## config.mk

```make
export PLATFORM = sky130hd
export DESIGN_NAME = dsn_cell
export DESIGN_NICKNAME = d
export VERILOG_FILES = /design/src/hw/rtl/dsn_pkg.sv /design/src/hw/rtl/dsn_cell.sv
export SDC_FILE = /design/constraint.sdc
export NUM_CORES = 2
export LEC_CHECK = 0
export ABC_CLOCK_PERIOD_IN_PS = 6900
export BUFFER_PORTS_ARGS = -buffer_cell sky130_fd_sc_hd__clkbuf_2
export CAP_MARGIN = 10
export CORE_MARGIN = 8
export CORE_UTILIZATION = 63
export CTS_CLUSTER_DIAMETER = 150
export DETAILED_ROUTE_END_ITERATION = 7
export GPL_ROUTABILITY_DRIVEN = 0
export PLACE_DENSITY_LB_ADDON = 0.05
export SKIP_LAST_GASP = 1
export SYNTH_ARGS = -nofsm -noshare
export SYNTH_HDL_FRONTEND = slang
export SYNTH_SLANG_ARGS = --single-unit
```

## constraint.sdc

```tcl
create_clock -name clk -period 6.9 [get_ports clk]
set_clock_uncertainty 0.05 [all_clocks]
set_input_delay 0.345 -clock clk [delete_from_list [all_inputs] [get_ports clk]]
set_output_delay 0.345 -clock clk [all_outputs]
set_load 0.05 [all_outputs]
```

## src/hw/rtl/dsn_pkg.sv

```systemverilog
// ----------------------------------------------------------------------------
// dsn_pkg
// Shared types, codes and the sigmoid lookup for the dense network core.
// ----------------------------------------------------------------------------
package dsn_pkg;

    localparam int VAL_W   = 16;
    localparam int ACT_W   = 13;
    localparam int ACC_W   = 40;
    localparam int PROD_W  = 32;
    localparam int FRAC    = 12;
    localparam int IDX_W   = 6;
    localparam int TAB_N   = 256;
    localparam int CFG_W   = 6;
    localparam int CFG_A_W = 3;

    localparam logic [1:0] OP_WEIGHT = 2'd0;
    localparam logic [1:0] OP_BIAS   = 2'd1;
    localparam logic [1:0] OP_INPUT  = 2'd2;

    localparam logic [CFG_A_W-1:0] REG_LAYERS = 3'd0;
    localparam logic [CFG_A_W-1:0] REG_WIN    = 3'd1;
    localparam logic [CFG_A_W-1:0] REG_W1     = 3'd2;
    localparam logic [CFG_A_W-1:0] REG_W2     = 3'd3;
    localparam logic [CFG_A_W-1:0] REG_W3     = 3'd4;

    localparam logic [63:0] EXP_STEP = 64'd4034748380;

    typedef logic [TAB_N-1:0][ACT_W-1:0] sig_tab_t;

    typedef struct packed {
        logic                    vld;
        logic                    lst;
        logic [IDX_W-1:0]        k;
        logic signed [VAL_W-1:0] act;
    } tok_t;

    typedef struct packed {
        logic w_en;
        logic b_en;
    } cell_wr_t;

    typedef struct packed {
        logic ld;
        logic sh;
    } sh_ctl_t;

    // restoring long division, elaboration only
    function automatic logic [63:0] udiv64(input logic [63:0] n, input logic [63:0] d);
        logic [64:0] rem;
        logic [63:0] q;
        rem = '0;
        q   = '0;
        for (int i = 63; i >= 0; i--)
        begin
            rem = {rem[63:0], n[i]};
            if (rem >= {1'b0, d})
            begin
                rem  = rem - {1'b0, d};
                q[i] = 1'b1;
            end
        end
        return q;
    endfunction

    function automatic sig_tab_t build_sig_tab();
        sig_tab_t    t;
        logic [63:0] p;
        logic [63:0] den;
        logic [63:0] q;
        t = '0;
        p = 64'd1 << 32;
        for (int k = 0; k <= 128; k++)
        begin
            den = (64'd1 << 32) + p;
            if (k < 128)
            begin
                q = udiv64((64'd1 << 44) + (den >> 1), den);
                t[128 + k] = q[ACT_W-1:0];
            end
            if (k > 0)
            begin
                q = udiv64((p << 12) + (den >> 1), den);
                t[128 - k] = q[ACT_W-1:0];
            end
            p = (p * EXP_STEP) >> 32;
        end
        return t;
    endfunction

    localparam sig_tab_t SIG_TAB = build_sig_tab();

    localparam logic signed [ACC_W-1:0] ACC_LIM = 40'sd134217728;

    function automatic logic [ACT_W-1:0] activate(input logic signed [ACC_W-1:0] acc);
        logic [7:0] idx;
        idx = {~acc[27], acc[26:20]};
        if (acc < -ACC_LIM)
            return '0;
        else if (acc >= ACC_LIM)
            return ACT_W'(1 << FRAC);
        else
            return SIG_TAB[idx];
    endfunction

endpackage

```

## src/hw/rtl/dsn_cell.sv

```systemverilog
// ----------------------------------------------------------------------------
// dsn_cell
// One neuron cell: weight column, bias, multiply-accumulate and result shift.
// ----------------------------------------------------------------------------
module dsn_cell
    import dsn_pkg::*;
#(
    parameter int MAX_WIDTH  = 32,
    parameter int MAX_LAYERS = 4
)
(
    input  logic                               clk,
    input  logic                               rst_n,
    input  cell_wr_t                           wr,
    input  logic [((MAX_LAYERS-1)*MAX_WIDTH > 1 ? $clog2((MAX_LAYERS-1)*MAX_WIDTH) : 1)-1:0]
                                               w_addr,
    input  logic [(MAX_LAYERS-1 > 1 ? $clog2(MAX_LAYERS-1) : 1)-1:0] b_addr,
    input  logic [(MAX_LAYERS-1 > 1 ? $clog2(MAX_LAYERS-1) : 1)-1:0] lay,
    input  logic signed [VAL_W-1:0]            wr_data,
    input  tok_t                               tok_in,
    output tok_t                               tok_out,
    input  sh_ctl_t                            ctl,
    input  logic [ACT_W-1:0]                   sh_in,
    output logic [ACT_W-1:0]                   sh_out,
    output logic                               done
);

    localparam int WDEPTH = (MAX_LAYERS - 1) * MAX_WIDTH;
    localparam int WAW    = WDEPTH > 1 ? $clog2(WDEPTH) : 1;
    localparam int BDEPTH = MAX_LAYERS - 1;

    logic signed [VAL_W-1:0]  wmem [WDEPTH];
    logic signed [VAL_W-1:0]  bmem [BDEPTH];

    logic [WAW-1:0]           raddr;
    tok_t                     tok_reg;
    logic signed [VAL_W-1:0]  w_q;
    logic signed [VAL_W-1:0]  bias_q;
    logic signed [VAL_W-1:0]  a_reg;
    logic                     va_reg;
    logic                     fa_reg;
    logic                     la_reg;
    logic signed [PROD_W-1:0] prod_reg;
    logic                     vb_reg;
    logic                     fb_reg;
    logic                     lb_reg;
    logic signed [ACC_W-1:0]  acc_reg;
    logic signed [ACC_W-1:0]  acc_next;
    logic signed [ACC_W-1:0]  acc_base;
    logic                     dc_reg;
    logic [ACT_W-1:0]         res_reg;
    logic                     done_reg;
    logic [ACT_W-1:0]         sh_reg;

    assign raddr = WAW'(lay) * WAW'(MAX_WIDTH) + WAW'(tok_in.k);

    always_ff @(posedge clk)
    begin
        if (wr.w_en)
            wmem[w_addr] <= wr_data;
        w_q <= wmem[raddr];
    end

    always_ff @(posedge clk)
    begin
        if (wr.b_en)
            bmem[b_addr] <= wr_data;
        bias_q <= bmem[lay];
    end

    always_comb
    begin
        acc_base = fb_reg ? {{(ACC_W-VAL_W-FRAC){bias_q[VAL_W-1]}}, bias_q, {FRAC{1'b0}}}
                          : acc_reg;
        acc_next = acc_base + {{(ACC_W-PROD_W){prod_reg[PROD_W-1]}}, prod_reg};
    end

    always_ff @(posedge clk or negedge rst_n)
    begin
        if (!rst_n)
        begin
            tok_reg     <= '0;
            va_reg      <= 1'b0;
            vb_reg      <= 1'b0;
            dc_reg      <= 1'b0;
            done_reg    <= 1'b0;
        end
        else
        begin
            tok_reg     <= tok_in;
            va_reg      <= tok_in.vld;
            vb_reg      <= va_reg;
            dc_reg      <= vb_reg & lb_reg;
            done_reg    <= dc_reg;
        end
    end

    always_ff @(posedge clk)
    begin
        a_reg       <= tok_in.act;
        fa_reg      <= (tok_in.k == '0);
        la_reg      <= tok_in.lst;
        prod_reg    <= PROD_W'(w_q) * PROD_W'(a_reg);
        fb_reg      <= fa_reg;
        lb_reg      <= la_reg;
        if (vb_reg)
            acc_reg <= acc_next;
        if (dc_reg)
            res_reg <= activate(acc_reg);
        if (ctl.ld)
            sh_reg <= res_reg;
        else if (ctl.sh)
            sh_reg <= sh_in;
    end

    assign tok_out = tok_reg;
    assign sh_out  = sh_reg;
    assign done    = done_reg;

endmodule

```

# Yosys cells after proc, flatten, opt, wreduce, memory -nomap -nowiden
# Memory sizes are Yosys's and may differ from the RTL's. A register that Yosys moved wholly into a read port is not among the register bits.
# Index checks and enable logic that the tools add are counted.
# totals
ff_bits,145
mem_bits_rw,1584
rom_bits,3328
inputBits,70
output_inout_bits,38
memories,3
# classes
n_addsub,2
mul,1
order_cmp,3
mux,9
bitwise,2
n_reduce_logical,3
# memory_table
name,depth,word_bits,rd,rd_clocked_by_memory_dff,wr,line,source
(no name shown),256,13,1,0,0,dsn_pkg.sv:103,return SIG_TAB[idx];
wmem,96,16,1,1,1,dsn_cell.sv:32,logic signed [VAL_W-1:0] wmem [WDEPTH];
bmem,3,16,1,1,1,dsn_cell.sv:33,logic signed [VAL_W-1:0] bmem [BDEPTH];
# ops
cell,n
13-bit 2-to-1 mux,4
40-bit adder,1
"40-bit by 29-bit >= comparator with 1-bit output, second input constant",1
"40-bit by 28-bit less-than comparator with 1-bit output, second input constant",1
40-bit 2-to-1 mux,1
16-bit by 16-bit multiplier with 32-bit output,1
"8-bit by 9-bit less-than comparator with 1-bit output, second input constant",1
7-bit by 6-bit adder with 7-bit output,1
6-bit logical NOT,1
1-bit 2-to-1 mux,4
2-bit nonzero test,1
2-bit OR reduction,1
1-bit bitwise AND,1
1-bit inverter,1

# Depth between registers and ports, before layout
# logic_depth
depth_word,4
mapped_depth,24

# Worst setup path after synthesis
# No wires, ideal clock.
# synth_timing
kind,register to register
start,reg w_q[11] (read register of wmem)
end,reg prod_reg[25]
t_arrival_ns,5.819
t_required_ns,6.778
setup_slack_ns,0.959
path_stages_with_launch,23
path_cell_list,dfxtp_1 clkbuf_1 nand2_1 fa_1 fa_1 fa_1 inv_1 fa_1 fa_1 inv_1 fa_1 inv_1 ha_1 clkbuf_1 a21o_1 a21o_1 a21oi_1 o21ai_0 or3b_1 o21a_1 a21o_1 a21oi_1 xnor2_1
# synth_via
elab_chain_cells,1
# synth_rtl
item,line,source
from (decl),dsn_cell.sv:37,logic signed [VAL_W-1:0] w_q;
16-bit by 16-bit multiplier with 32-bit output,dsn_cell.sv:103,prod_reg <= PROD_W'(w_q) * PROD_W'(a_reg);
to (signal assigned),dsn_cell.sv:103,
to (decl),dsn_cell.sv:43,logic signed [PROD_W-1:0] prod_reg;
# No other way between the ends.
# A chain may end at the register's enable or synchronous reset.

# Worst setup path in the final report
# layout_timing
start,reg w_q[4] (read register of wmem)
end,reg prod_reg[31]
# Same word-level chain as after synthesis.

==> flow_summary.json <==
{
  "run_status": "complete, but fails checks",
  "violations": "design-rule violations",
  "drive_gt1_share_pct": 21.2,
  "ios": 108,
  "clk_latency_ps": 810,
  "clock_path_buffers": 3,
  "syn2layout_area_growth_pct": 11.2,
  "first_pass_iters": 8,
  "critPathRequiredTime_ps": 7480,
  "synth_fp_nets": 4976,
  "start_util_pct": 63.5,
  "timing.hold.ws_ps": 112,
  "layout_min_cycle_time_ps": 6540,
  "ys_ff_latch": 1761,
  "routed_wl_mm": 185,
  "syn_inst": 4509,
  "fin_nets": 5212,
  "startpoint": "w_q[4]",
  "synth_area_um2": 79700,
  "synth_top_area_share_pct": 62.2,
  "synth_top_area_cell": "edfxtp_1",
  "dp_cells": 6179,
  "rows": 130,
  "maxSlewHeadroom_pct": 15.8,
  "place_hpwl_mm": 114,
  "ys.flop_type": "edfxtp_1",
  "synth_common_cells": "edfxtp_1, mux4_2, inv_1",
  "seqPwrFrac_pct": 28.2,
  "synth_most_common_cell": "edfxtp_1",
  "grt_pass1_wl_mm": 277,
  "ys_warn_count": 0,
  "setup_ws_ps": 360,
  "ys_seq_area_share_pct": 65.1,
  "overflow": 0,
  "htreeDepth": 4,
  "antenna_found_initial": 9,
  "ys_async_sr_fraction_pct": 1.53,
  "fmax_ghz": 0.153,
  "clock_sinks": 1761,
  "power.clock.fraction_pct": 20.5,
  "min_from": "ctl[1]",
  "min_path_type": "primary input to flip-flop",
  "synthTopCellsByArea": "edfxtp_1, mux4_2, fa_1, dfxtp_1, ha_1",
  "rsz0062_at_grt": "no",
  "grt_use_met1_pct": 38.8,
  "drt-initial-drc-count": 5132,
  "grt_use_met2_pct": 43.5,
  "fin_tns_setup_ps": 0,
  "fin_crit_sh_pct": 94.8,
  "die_width_um": 372,
  "p_comb_share_pct": 51.4,
  "top_usage_layer": "met2",
  "fp.dieArea_um2": 138000,
  "largest_reg_flops": 1536,
  "crit_type": "flip-flop to flip-flop",
  "cts_tree": "yes",
  "place_ws_ps": 326,
  "grtUsageTotal_pct": 27.3,
  "grt_start_max_net_pins": 100,
  "vias": 42000,
  "drv_cap": 0,
  "net-switching-power_uw": 17900,
  "synthDistinctLibCells": 73,
  "cp.arrival_ps": 7120,
  "die_h_um": 372,
  "ctsRootBufferMaster": "clkbuf_16",
  "slew_viol_final": 0,
  "internal-power_uw": 27500,
  "clk_pin_slew_ps": 70,
  "wl_per_cell_um": 28.2,
  "synth_edf_count": 1650,
  "p_sw_share_pct": 39.4,
  "core_area_um2": 126000,
  "io_buffers": 107,
  "hold_viol": 0,
  "power.density_nw_per_um2": 512,
  "cp_max_fo": 16,
  "vias_per_cell": 6.42,
  "grt_pass1_vias": 42700,
  "setup_viol": 0,
  "cp-end-kind": "flip-flop",
  "peakVddDrop_v": 0.00151,
  "detail-route-antenna-nets": 0,
  "tightest_slew_ps": 1260,
  "start_kind": "flip-flop",
  "cts-buffers-inserted": 172,
  "r2r_start": "w_q[4]",
  "p_leak_uw": 0.0309,
  "final_cells": 6545,
  "use_met3_pct": 4.62,
  "remaining_drc_errors": 1,
  "avgSynthCellArea_um2": 17.7
}
## final timing paths
check	endpoint	cells past startpoint	slack (ps)
max	prod_reg[31]	20	360
min	sh_out[9]	2	110
max reg2reg	prod_reg[31]	20	360
min reg2reg	lb_reg	0	280
max in group asynchronous	tok_out[16]	3	5590
min in group asynchronous	tok_out[6]	3	270
## through the flow
stage | total power [uW] | area [um2] | util (%)
5_1_grt | 48800 | 88600 | 70.6
3_5_place_dp | 36100 | 82600 | 65.8
2_1_floorplan | 30400 | 79700 | -
4_1_cts | 45500 | 88600 | 70.6
6_report | 45400 | 88600 | 70.6
3_3_place_gp | 35900 | 82600 | 65.8
## area by class of cell
class | count | area, um2
diodes | 4 | 10.0
clock buffers | 238 | 4800
clock inverters | 82 | 802
fillers | 7914 | 36900
inverters | 327 | 1230
multi-input cells | 2195 | 25600
flip-flops and latches | 1761 | 51900
well taps | 1650 | 2060
repair buffers | 288 | 2160
## cells by family (layout without fill, tap and decap cells)
group	Yosys count	after routing	synth area share [%]
compound gates	440	440	3.47
xor+xnor	68	68	0.747
fa+ha+maj	397	397	8.71
buf+inv	553	935	2.76
flops	1761	1761	65.1
mux	558	558	14.9
other cells	0	4	0
simple gates	732	732	4.28
## routing by layer
metal  share of wire (%)  vias up  wire [um]
met5               0.017        -         32
met4                 3.8        4       6940
met3                 8.1      345      15000
met2                  48     2003      89400
met1                  40    21800      73400
li1                    -    17800          -
## what timing repair did
action,CTS,global route
endpoints found under the hold margin,133,0
hold buffers,42,0
gates resized for setup,0,4
endpoints found under the setup margin,0,1
buffers inserted,0,0
## layout by cell type (no fill, tap or decap), types with 9 or more instances in the layout
cell | synthesis | final
edfxtp_1 | 1650 | 1650
mux4_2 | 501 | 501
inv_1 | 324 | 324
fa_1 | 263 | 263
nand2_1 | 245 | 245
nor2_1 | 206 | 205
clkbuf_16 | 0 | 180
buf_4 | 17 | 149
ha_1 | 134 | 134
and2_1 | 132 | 132
a21oi_1 | 110 | 110
o21ai_0 | 98 | 98
clkbuf_2 | 0 | 87
dfxtp_1 | 84 | 81
xnor2_1 | 50 | 49
clkbuf_1 | 159 | 49
dlygate4sd3_1 | 0 | 42
a21o_1 | 37 | 37
o21ai_1 | 37 | 37
mux2i_1 | 34 | 34
a211oi_1 | 30 | 30
nor2b_1 | 29 | 29
nand3_1 | 27 | 27
dfrtp_1 | 27 | 26
clkinv_2 | 0 | 25
clkinv_1 | 0 | 25
nand2b_1 | 23 | 23
nor3_1 | 26 | 23
mux2_2 | 23 | 23
xor2_1 | 18 | 18
a31oi_1 | 13 | 13
o21a_1 | 12 | 12
bufinv_16 | 0 | 11
o211ai_1 | 10 | 10
and3_1 | 9 | 9
nand4_1 | 9 | 9
o221ai_1 | 9 | 9
o22ai_1 | 9 | 9
## power by group through the flow
stage	Combinational (uW)	Sequential, uW	Clock [uW]
after detailed placement	23100	13000	0
after global routing	26100	12800	9830
after CTS	23300	12800	9430
final	23300	12800	9290
after floorplan	17600	12900	0
after global placement	22900	13000	0
## critical path: stages, from the launching register on
cell and delay, ps:
dfxtp_1 870, nand2_1 180, fa_1 520, inv_1 60
fa_1 560, fa_1 440, fa_1 470, fa_1 520
inv_1 60, fa_1 470, inv_1 40, ha_1 350
a21oi_1 160, nor2_1 50, nor2_1 140, o21ai_0 170
or3b_1 400, o211ai_1 310, a31oi_1 200, nor4_1 250
a311oi_1 100
Note: power is estimated with default switching activity, not from simulation.
